===== src/tbnd_pkg.sv =====
// Shared types, request codes and defaults for the timer bank.
// No dependencies; every other file in src imports this package.
package tbnd_pkg;

  localparam int NUM_TIMERS_DEF = 8;
  localparam int TPM_W          = 10;
  localparam int DELAY_W        = 16;
  localparam int PROD_W         = TPM_W + DELAY_W;
  localparam logic [31:0] IDLE_TICK = 32'hFFFF_FFFF;

  // Request codes
  localparam logic [1:0] REQ_START  = 2'd0;
  localparam logic [1:0] REQ_CANCEL = 2'd1;
  localparam logic [1:0] REQ_TICK   = 2'd2;

  typedef struct packed {
    logic [1:0]  req_type;
    logic [2:0]  timer_id;
    logic [15:0] wait_ms;
  } in_item_t;

  typedef struct packed {
    logic        expired_valid;
    logic [2:0]  expired_id;
    logic [31:0] next_deadline;
    logic        last;
  } out_item_t;

  // Controller to datapath
  typedef struct packed {
    logic in_take;     // latch the input beat
    logic rd_id;       // read the table at the request's timer id
    logic wr_start;    // write the new deadline for a start
    logic wr_cancel;   // idle the entry for a cancel
    logic tick_adv;    // advance the tick count
    logic scan_start;  // reset the scan and emit bookkeeping
    logic scan_step;   // scan pipeline runs this cycle
    logic out_load;    // load the output register
    logic out_expiry;  // loaded result reports an expiry
    logic emit_adv;    // move the emit pointer to the next timer
  } tbnd_cmd_t;

  // Datapath to controller
  typedef struct packed {
    logic [1:0] req_type;
    logic       id_ok;
    logic       cancel_rescan;
    logic       tick_due;
    logic       scan_done;
    logic       emit_none;
    logic       emit_hit;
    logic       emit_last;
    logic       out_free;
  } tbnd_stat_t;

endpackage


===== src/tbnd_ctrl.sv =====
// Sequencing state machine for the timer bank.
// Depends on tbnd_pkg; drives tbnd_datapath through tbnd_cmd_t.
module tbnd_ctrl import tbnd_pkg::*; (
  input  logic       clk,
  input  logic       rst_n,
  input  logic       in_valid,
  output logic       in_ready,
  input  tbnd_stat_t st,
  output tbnd_cmd_t  cmd
);

  localparam logic [2:0] S_IDLE     = 3'd0;
  localparam logic [2:0] S_DISPATCH = 3'd1;
  localparam logic [2:0] S_START_WR = 3'd2;
  localparam logic [2:0] S_CANCEL   = 3'd3;
  localparam logic [2:0] S_TICK_CHK = 3'd4;
  localparam logic [2:0] S_SCAN     = 3'd5;
  localparam logic [2:0] S_EMIT     = 3'd6;
  localparam logic [2:0] S_RESULT   = 3'd7;

  logic [2:0] state_r, state_nxt;

  assign in_ready = (state_r == S_IDLE);

  // Next state and commands
  always_comb begin
    state_nxt = state_r;
    cmd       = '0;
    case (state_r)
      S_IDLE: begin
        if (in_valid) begin
          cmd.in_take = 1'b1;
          state_nxt   = S_DISPATCH;
        end
      end
      S_DISPATCH: begin
        case (st.req_type)
          REQ_START:  state_nxt = st.id_ok ? S_START_WR : S_RESULT;
          REQ_CANCEL: begin
            cmd.rd_id = 1'b1;
            state_nxt = st.id_ok ? S_CANCEL : S_RESULT;
          end
          REQ_TICK: begin
            cmd.tick_adv = 1'b1;
            state_nxt    = S_TICK_CHK;
          end
          default: state_nxt = S_RESULT;
        endcase
      end
      S_START_WR: begin
        cmd.wr_start = 1'b1;
        state_nxt    = S_RESULT;
      end
      S_CANCEL: begin
        cmd.wr_cancel = 1'b1;
        if (st.cancel_rescan) begin
          cmd.scan_start = 1'b1;
          state_nxt      = S_SCAN;
        end else begin
          state_nxt = S_RESULT;
        end
      end
      S_TICK_CHK: begin
        if (st.tick_due) begin
          cmd.scan_start = 1'b1;
          state_nxt      = S_SCAN;
        end else begin
          state_nxt = S_RESULT;
        end
      end
      S_SCAN: begin
        cmd.scan_step = 1'b1;
        if (st.scan_done) begin
          state_nxt = (st.req_type == REQ_TICK) ? S_EMIT : S_RESULT;
        end
      end
      S_EMIT: begin
        // one beat per expired timer, or one empty beat when none hit
        if (st.emit_none) begin
          if (st.out_free) begin
            cmd.out_load = 1'b1;
            state_nxt    = S_IDLE;
          end
        end else if (st.emit_hit) begin
          if (st.out_free) begin
            cmd.out_load   = 1'b1;
            cmd.out_expiry = 1'b1;
            cmd.emit_adv   = 1'b1;
            if (st.emit_last) state_nxt = S_IDLE;
          end
        end else begin
          cmd.emit_adv = 1'b1;
        end
      end
      S_RESULT: begin
        if (st.out_free) begin
          cmd.out_load = 1'b1;
          state_nxt    = S_IDLE;
        end
      end
      default: state_nxt = S_IDLE;
    endcase
  end

  always_ff @(posedge clk) begin
    if (!rst_n) begin
      state_r <= S_IDLE;
    end else begin
      state_r <= state_nxt;
    end
  end

endmodule


===== src/tbnd_datapath.sv =====
// Deadline table, tick count, earliest-deadline register, scan pipeline
// and output register. Depends on tbnd_pkg; commanded by tbnd_ctrl.
module tbnd_datapath import tbnd_pkg::*; #(
  parameter int NUM_TIMERS = NUM_TIMERS_DEF
) (
  input  logic             clk,
  input  logic             rst_n,
  input  in_item_t         in_data,
  input  logic             cfg_valid,
  input  logic [TPM_W-1:0] cfg_ticks_per_ms,
  input  tbnd_cmd_t        cmd,
  output tbnd_stat_t       st,
  output logic             out_valid,
  input  logic             out_ready,
  output out_item_t        out_data
);

  localparam int IDX_W = (NUM_TIMERS > 1) ? $clog2(NUM_TIMERS) : 1;
  localparam int CNT_W = $clog2(NUM_TIMERS + 1);
  localparam logic [CNT_W-1:0] CNT_END  = CNT_W'(NUM_TIMERS);
  localparam logic [IDX_W-1:0] IDX_LAST = IDX_W'(NUM_TIMERS - 1);

  logic [TPM_W-1:0]      tpm_r;
  in_item_t              item_r;
  logic [PROD_W-1:0]     prod_r;
  logic [31:0]           now_r;
  logic [31:0]           earliest_r;
  logic [31:0]           mem [NUM_TIMERS];
  logic [NUM_TIMERS-1:0] vld_r;
  logic [31:0]           rd_r;
  logic                  rd_vld_r;
  logic [CNT_W-1:0]      issue_cnt_r;
  logic                  pv_r;
  logic [IDX_W-1:0]      pidx_r;
  logic [31:0]           min_r;
  logic [NUM_TIMERS-1:0] hits_r;
  logic [IDX_W-1:0]      emit_idx_r;
  logic                  out_valid_r;
  out_item_t             out_r;

  logic [IDX_W-1:0]      id_idx;
  logic [IDX_W-1:0]      ra;
  logic [IDX_W-1:0]      wa;
  logic [31:0]           wd;
  logic                  we;
  logic [31:0]           rd_val;
  logic [31:0]           dt;
  logic [31:0]           wake;
  logic                  is_tick;
  logic                  issue;
  logic                  hit;
  logic [31:0]           new_val;
  logic [31:0]           new_min;
  logic                  scan_clear;
  logic [NUM_TIMERS-1:0] emit_bit;
  logic [NUM_TIMERS-1:0] hits_rem;

  assign id_idx  = IDX_W'(item_r.timer_id);
  assign is_tick = (item_r.req_type == REQ_TICK);
  assign rd_val  = rd_vld_r ? rd_r : IDLE_TICK;

  // Start deadline: now plus delay times rate, never less than one tick
  assign dt   = (prod_r == '0) ? 32'd1 : 32'(prod_r);
  assign wake = now_r + dt;

  // Scan element: expire on tick, fold into the running minimum
  assign issue      = cmd.scan_step && (issue_cnt_r != CNT_END);
  assign hit        = is_tick && (rd_val != IDLE_TICK) && (rd_val <= now_r);
  assign new_val    = hit ? IDLE_TICK : rd_val;
  assign new_min    = (new_val < min_r) ? new_val : min_r;
  assign scan_clear = pv_r && hit;

  // Emit bookkeeping
  assign emit_bit = NUM_TIMERS'(1) << emit_idx_r;
  assign hits_rem = hits_r & ~emit_bit;

  // Table port selection
  always_comb begin
    ra = cmd.scan_step ? issue_cnt_r[IDX_W-1:0] : id_idx;
    we = 1'b0;
    wa = id_idx;
    wd = IDLE_TICK;
    if (cmd.wr_start) begin
      we = 1'b1;
      wd = wake;
    end else if (cmd.wr_cancel) begin
      we = 1'b1;
    end else if (scan_clear) begin
      we = 1'b1;
      wa = pidx_r;
    end
  end

  // Deadline table, registered read on request
  always_ff @(posedge clk) begin
    if (we) mem[wa] <= wd;
    if (cmd.rd_id || cmd.scan_step) begin
      rd_r     <= mem[ra];
      rd_vld_r <= vld_r[ra];
    end
  end

  // Written-since-reset flags; an unwritten entry reads as idle
  always_ff @(posedge clk) begin
    if (!rst_n) begin
      vld_r <= '0;
    end else if (we) begin
      vld_r[wa] <= 1'b1;
    end
  end

  // Config, time and earliest deadline
  always_ff @(posedge clk) begin
    if (!rst_n) begin
      tpm_r      <= TPM_W'(1);
      now_r      <= '0;
      earliest_r <= IDLE_TICK;
    end else begin
      if (cfg_valid) tpm_r <= cfg_ticks_per_ms;
      if (cmd.tick_adv) now_r <= now_r + 32'd1;
      if (cmd.wr_start && (wake < earliest_r)) begin
        earliest_r <= wake;
      end else if (pv_r && (pidx_r == IDX_LAST)) begin
        earliest_r <= new_min;
      end
    end
  end

  // Request latch and start product
  always_ff @(posedge clk) begin
    if (cmd.in_take) item_r <= in_data;
    prod_r <= PROD_W'(item_r.wait_ms) * PROD_W'(tpm_r);
  end

  // Scan pipeline: issue one read a cycle, process it the next
  always_ff @(posedge clk) begin
    if (!rst_n) begin
      pv_r <= 1'b0;
    end else begin
      pv_r <= issue;
    end
  end

  always_ff @(posedge clk) begin
    if (cmd.scan_start) begin
      issue_cnt_r <= '0;
      min_r       <= IDLE_TICK;
      hits_r      <= '0;
      emit_idx_r  <= '0;
    end else begin
      if (issue) begin
        issue_cnt_r <= issue_cnt_r + CNT_W'(1);
        pidx_r      <= issue_cnt_r[IDX_W-1:0];
      end
      if (pv_r) begin
        min_r <= new_min;
        if (hit) hits_r[pidx_r] <= 1'b1;
      end
      if (cmd.out_load && cmd.out_expiry) hits_r <= hits_rem;
      if (cmd.emit_adv) emit_idx_r <= emit_idx_r + IDX_W'(1);
    end
  end

  // Output register
  always_ff @(posedge clk) begin
    if (!rst_n) begin
      out_valid_r <= 1'b0;
    end else if (cmd.out_load) begin
      out_valid_r <= 1'b1;
    end else if (out_ready) begin
      out_valid_r <= 1'b0;
    end
  end

  always_ff @(posedge clk) begin
    if (cmd.out_load) begin
      out_r.expired_valid <= cmd.out_expiry;
      out_r.expired_id    <= cmd.out_expiry ? 3'(emit_idx_r) : 3'd0;
      out_r.next_deadline <= earliest_r;
      out_r.last          <= cmd.out_expiry ? (hits_rem == '0) : 1'b1;
    end
  end

  assign out_valid = out_valid_r;
  assign out_data  = out_r;

  // Status
  always_comb begin
    st               = '0;
    st.req_type      = item_r.req_type;
    st.id_ok         = (32'(item_r.timer_id) < NUM_TIMERS);
    st.cancel_rescan = (earliest_r == rd_val);
    st.tick_due      = (earliest_r != IDLE_TICK) && (earliest_r <= now_r);
    st.scan_done     = pv_r && (pidx_r == IDX_LAST);
    st.emit_none     = (hits_r == '0);
    st.emit_hit      = |(hits_r & emit_bit);
    st.emit_last     = (hits_rem == '0);
    st.out_free      = !out_valid_r || out_ready;
  end

  // Output register is never overwritten while a beat waits
  a_load_free: assert property (@(posedge clk) disable iff (!rst_n)
    cmd.out_load |-> st.out_free)
    else $error("output register loaded while occupied");

  // An expiry beat is loaded only for a timer that actually hit
  a_expiry_hit: assert property (@(posedge clk) disable iff (!rst_n)
    (cmd.out_load && cmd.out_expiry) |-> |(hits_r & emit_bit))
    else $error("expiry reported for a timer that did not hit");

  // The processing stage only follows a scan step
  a_scan_follow: assert property (@(posedge clk) disable iff (!rst_n)
    pv_r |-> $past(cmd.scan_step))
    else $error("scan element processed without an issued read");

  // Only one source drives the table write port
  a_wr_onehot: assert property (@(posedge clk) disable iff (!rst_n)
    $onehot0({cmd.wr_start, cmd.wr_cancel, scan_clear}))
    else $error("table write port contention");

endmodule


===== src/timer_bank_next_deadline_core.sv =====
// Top level of the timer bank: controller plus datapath.
// Depends on tbnd_pkg, tbnd_ctrl and tbnd_datapath.
//
// A bank of NUM_TIMERS one-shot timers with a tick count that each tick
// request advances and the earliest pending deadline. One request is
// handled at a time; the output register lets the next request start
// while a result beat waits. Start goes through latch, dispatch, multiply
// and table write before the result. Cancel reads the entry at dispatch
// and writes it idle; the table is rescanned when the cancelled entry's
// deadline equals the earliest deadline. A tick with nothing due ends
// after its due check; otherwise the table is scanned through its single
// read port, one entry a cycle, then the expiry mask is walked one timer
// a cycle while the result side accepts each expiry beat, stalling while
// it does not. Table entries not written since reset read as idle through
// per-entry valid flags, so no clearing pass is needed. The configuration
// port is always ready.
module timer_bank_next_deadline_core import tbnd_pkg::*; #(
  parameter int NUM_TIMERS = NUM_TIMERS_DEF
) (
  input  logic             clk,
  input  logic             rst_n,
  input  logic             in_valid,
  output logic             in_ready,
  input  in_item_t         in_data,
  output logic             out_valid,
  input  logic             out_ready,
  output out_item_t        out_data,
  input  logic             cfg_valid,
  output logic             cfg_ready,
  input  logic [TPM_W-1:0] cfg_ticks_per_ms
);

  tbnd_cmd_t  cmd;
  tbnd_stat_t st;

  assign cfg_ready = 1'b1;

  // Controller
  tbnd_ctrl u_ctrl (
    .clk      (clk),
    .rst_n    (rst_n),
    .in_valid (in_valid),
    .in_ready (in_ready),
    .st       (st),
    .cmd      (cmd)
  );

  // Datapath
  tbnd_datapath #(
    .NUM_TIMERS (NUM_TIMERS)
  ) u_dp (
    .clk              (clk),
    .rst_n            (rst_n),
    .in_data          (in_data),
    .cfg_valid        (cfg_valid),
    .cfg_ticks_per_ms (cfg_ticks_per_ms),
    .cmd              (cmd),
    .st               (st),
    .out_valid        (out_valid),
    .out_ready        (out_ready),
    .out_data         (out_data)
  );

endmodule


===== config.mk =====
export PLATFORM = sky130hd
export DESIGN_NAME = timer_bank_next_deadline_core
export DESIGN_NICKNAME = d
export VERILOG_FILES = /design/src/tbnd_pkg.sv /design/src/tbnd_ctrl.sv /design/src/tbnd_datapath.sv /design/src/timer_bank_next_deadline_core.sv
export SDC_FILE = /design/constraint.sdc
export NUM_CORES = 1
export LEC_CHECK = 0
export ABC_CLOCK_PERIOD_IN_PS = 6440
export BUFFER_PORTS_ARGS = -buffer_cell sky130_fd_sc_hd__buf_4
export CORE_ASPECT_RATIO = 0.75
export CORE_MARGIN = 5
export CORE_UTILIZATION = 30
export CTS_CLUSTER_DIAMETER = 30
export CTS_CLUSTER_SIZE = 20
export DETAILED_ROUTE_END_ITERATION = 8
export GPL_ROUTABILITY_DRIVEN = 0
export REMOVE_ABC_BUFFERS = 1
export SLEW_MARGIN = 10
export SYNTH_ARGS = -nofsm -noshare
export SYNTH_HDL_FRONTEND = slang
export SYNTH_SLANG_ARGS = --single-unit

===== constraint.sdc =====
create_clock -name clk -period 6.44 [get_ports clk]
set_input_delay 1.61 -clock clk [delete_from_list [all_inputs] [get_ports clk]]
set_output_delay 1.61 -clock clk [all_outputs]
set_load 0.05 [all_outputs]

==> run_results.csv <==
group,metric,value,unit
outcome,status,"finished, final reports clean",
grt,grt_max_degree,54,
cells_and_area,fin_nets,3153,
floorplan,rows,101,
power_and_ir_drop,combPwrFrac,0.346,
floorplan,dieHeight,285,um
floorplan,io_pins,76,
grt,gr-total-overflow,0,
power_and_ir_drop,clockPowerShare,0.354,
cts,root_buffer,"clkbuf_16",
floorplan,start_util,0.301,
cts,clock_latency,0.67,ns
placed_design,place_hpwl,64900,um
yosys,synth_ff_type,"edfxtp_1",
critical_path,crit_slowest_cell,"or4_1",
timing,timing.final.ws_setup,0.306,ns
yosys,synth.distinct_cells,102,
cts,clk_pin_slew,0.05,ns
critical_path,required,6.95,ns
timing,fmax,163,MHz
timing,period_share,0.953,
route,drc_errors,0,
cts,cts_tree,"built",
power_and_ir_drop,irDropWorstVdd,0.236,mV
timing,finalMaxSlewViolations,0,
cells_and_area,final_util,0.364,
critical_path,r2r_end,"u_dp.earliest_r[22]$_SDFFE_PN1P_",
yosys,synthesis.area,30300,sq um
critical_path,cp.buffers_inverters,2,
timing,setup-violations-final,0,
yosys,yosysWarnings,0,
floorplan,dieArea,108000,sq um
cells_and_area,layout-drive-gt1-share,0.176,
yosys,syn_area_per_cell,11.5,sq um
grt,grt_pass1_vias,20974,
min_path,hold_path_end,"u_dp.vld_r[0]$_SDFFE_PN0N_",
cts,ctsHoldBuffers,0,
critical_path,crit_cells,24,
cts,ctsLongestPathBuffers,3,
min_path,min_path_type,"flop to flop",
critical_path,max_stage_delay,0.55,ns
yosys,synth_area_leaders,"edfxtp_1 35%, dfxtp_1 11%, ha_1 9.2%, fa_1 7.3%, mux4_2 4.9%",
cts,cts_resized,0,
timing,finalCriticalPeriod,6.13,ns
yosys,async_flop_share,0,
power_and_ir_drop,p_sw,0.00579,W
power_and_ir_drop,internal-power,0.0101,W
min_path,hold_start,"u_dp.vld_r[0]$_SDFFE_PN0N_",
route,wire_per_inst,21.2,um
yosys,yosys.area.top_type,"edfxtp_1",
power_and_ir_drop,p_per_area,433,nW/um^2
cts,cts_sinks,510,
timing,timing.setup.tns,0,ns
placed_design,post-place-ws,0.299,ns
power_and_ir_drop,swShare,0.365,
yosys,ys_seq_elements,510,
yosys,synth_cells,2646,
power_and_ir_drop,seqPwrFrac,0.299,
critical_path,cp-start-kind,"flop",
placed_design,io_buffer_count,74,
timing,tightest_slew,1.03,ns
yosys,synth_top_area_frac,0.346,
cells_and_area,syn_to_final_growth,20.9,%
cts,post_cts.repair.setup_buffers,0,
cts,cts_max_level,3,
critical_path,rr_worst_depth,24,
yosys,synth_edf_count,350,
grt,grt_antenna_before_repair,10,
timing,hold_viol,0,
yosys,ys_seq_area_frac,0.452,
run,cap_violations,0,
route,drt-initial-drc-count,2531,
route,viasPerCell,5.12,
critical_path,r2r_start,"u_dp.prod_r[7]$_DFF_P_",
route,routed_wl,89500,um
critical_path,cp_max_fo,7,
cells_and_area,final_cell_mix,"350 x edfxtp_1, 260 x inv_1, 231 x nand2_1",
critical_path,crit_family,"compound AO/OA/AOI/OAI gates",
cells_and_area,final_common_cell,"edfxtp_1",
cts,cts_buffers,105,
timing,slew_headroom,0.308,
critical_path,critPathKind,"flop to flop",
grt,grt_pass1_wl,134000,um
min_path,whs_path_depth,1,
critical_path,critPathCaptureType,"flop",
route,firstDrtPassIters,6,
critical_path,r2r_slack,0.31,ns
critical_path,cp.arrival,6.65,ns
route,dr_total_vias,21603,
timing,skew,0.0368,ns
floorplan,die_w,377,um
route,antenna_left,0,
floorplan,coreArea,101000,sq um
grt,track_usage,0.164,
critical_path,critical_path.cell_chain,"or4_1 -> nor4_1 -> a41o_1 -> ha_1 -> fa_1 -> a211oi_2 -> o21ai_2 -> o311ai_2 -> a2111oi_4 -> o221ai_2 -> o21a_1 -> o21ai_1 -> xnor2_2 -> inv_1 -> ha_1 -> nand2_1 -> or2_0 -> or4_1 -> a21oi_1 -> o31a_1 -> or2_4 -> buf_4 -> mux2i_1 -> a22oi_1",
power_and_ir_drop,cellLeakagePower,14.8,nW
## layout make-up
cell class | instances | area (sq um)
antenna | 2 | 5.00
inverter | 265 | 995
tap | 1339 | 1680
fill | 9802 | 64200
sequential | 510 | 13700
clock buffer | 115 | 2790
multi-input combinational | 1747 | 15300
timing repair buffer | 155 | 1280
clock inverter | 84 | 958
## worst register-to-register path, stage by stage (launching register included)
cell and delay, ns:
dfxtp_1 0.31, or4_1 0.55, nor4_1 0.25, a41o_1 0.20, ha_1 0.20, fa_1 0.27
a211oi_2 0.10, o21ai_2 0.22, o311ai_2 0.15, a2111oi_4 0.41, o221ai_2 0.22, o21a_1 0.27
o21ai_1 0.23, xnor2_2 0.20, inv_1 0.09, ha_1 0.30, nand2_1 0.07, or2_0 0.24
or4_1 0.53, a21oi_1 0.16, o31a_1 0.29, or2_4 0.23, buf_4 0.18, mux2i_1 0.21
a22oi_1 0.11
## cells in the mapped netlist, types with 13 or more instances
cell type / n
nand4_1: 56
and2_1: 95
o21ai_1: 20
nand3_1: 30
nor4_1: 20
nor2b_1: 28
a211oi_1: 28
o21a_1: 22
o21ai_0: 38
nor2_1: 117
xnor2_1: 90
mux2_2: 34
edfxtp_1: 350
mux4_2: 66
nand2_1: 231
xor2_1: 17
a21oi_1: 97
o211ai_1: 14
mux2i_1: 84
ha_1: 222
inv_1: 260
nor3_1: 42
a22oi_1: 13
buf_2: 18
fa_1: 111
a21o_1: 40
clkbuf_1: 82
nand2b_1: 66
dfxtp_1: 160
## kinds of logic after synthesis
family	after synthesis	share of synthesized area
AND/OR/NAND/NOR	754	0.129
other	1	0.000124
buffers and inverters	389	0.0504
XOR/XNOR	107	0.0309
AO/OA/AOI/OAI	368	0.0832
multiplexers	184	0.0893
flip-flops	510	0.452
adder cells (fa/ha/maj)	333	0.165
## power by group through the flow
| stage | sequential, W | clock, W | combinational (W) |
|---|---|---|---|
| 3_3_place_gp | 0.00478 | 0 | 0.00538 |
| 6_report | 0.00476 | 0.00563 | 0.00550 |
| 3_5_place_dp | 0.00479 | 0 | 0.00541 |
| 2_1_floorplan | 0.00462 | 0 | 0.00368 |
| 5_1_grt | 0.00479 | 0.00589 | 0.00604 |
| 4_1_cts | 0.00473 | 0.00572 | 0.00546 |
## routing by layer
layer	global-route usage	wire length (um)	share of wire
met1	0.250	41500	0.46
met2	0.228	36600	0.41
met3	0.0420	9140	0.10
met4	0.0428	2250	0.025
met5	0	13	0.00015
## how the worst max path moves through the flow
| stage | from | end | slack, ns |
|---|---|---|---|
| floorplan | u_ctrl.state_r[0]$_SDFFE_PN0P_ | u_dp.rd_r[0]$_DFFE_PP_ | -1.37 |
| CTS | u_dp.prod_r[7]$_DFF_P_ | u_dp.earliest_r[1]$_SDFFE_PN1P_ | 0.25 |
| detailed placement | u_dp.prod_r[7]$_DFF_P_ | u_dp.earliest_r[18]$_SDFFE_PN1P_ | 0.30 |
| global route | u_dp.prod_r[7]$_DFF_P_ | u_dp.earliest_r[22]$_SDFFE_PN1P_ | -0.04 |
| finish | u_dp.prod_r[7]$_DFF_P_ | u_dp.earliest_r[22]$_SDFFE_PN1P_ | 0.31 |
| global placement | u_dp.prod_r[7]$_DFF_P_ | u_dp.earliest_r[1]$_SDFFE_PN1P_ | 0.48 |
## sequential cells by signal, summed over array words and instances, names as in the netlist, 10 cells and up
signal           count
u_dp.mem           256
u_dp.out_data       37
u_dp.earliest_r     32
u_dp.min_r          32
u_dp.now_r          32
u_dp.rd_r           32
u_dp.prod_r         26
u_dp.item_r         16
u_dp.tpm_r          10
## per-stage QoR
step	instances	hold WS [ns]	total power (W)	cell area, sq um
finish	4217	0.460	0.0159	36700
floorplan	2522	0.435	0.00829	29800
CTS	4215	0.463	0.0159	36600
global route	4215	0.474	0.0167	36700
detailed placement	4016	0.451	0.0102	32900
global placement	4016	0.444	0.0102	32900
(Power assumes the default switching activity.)
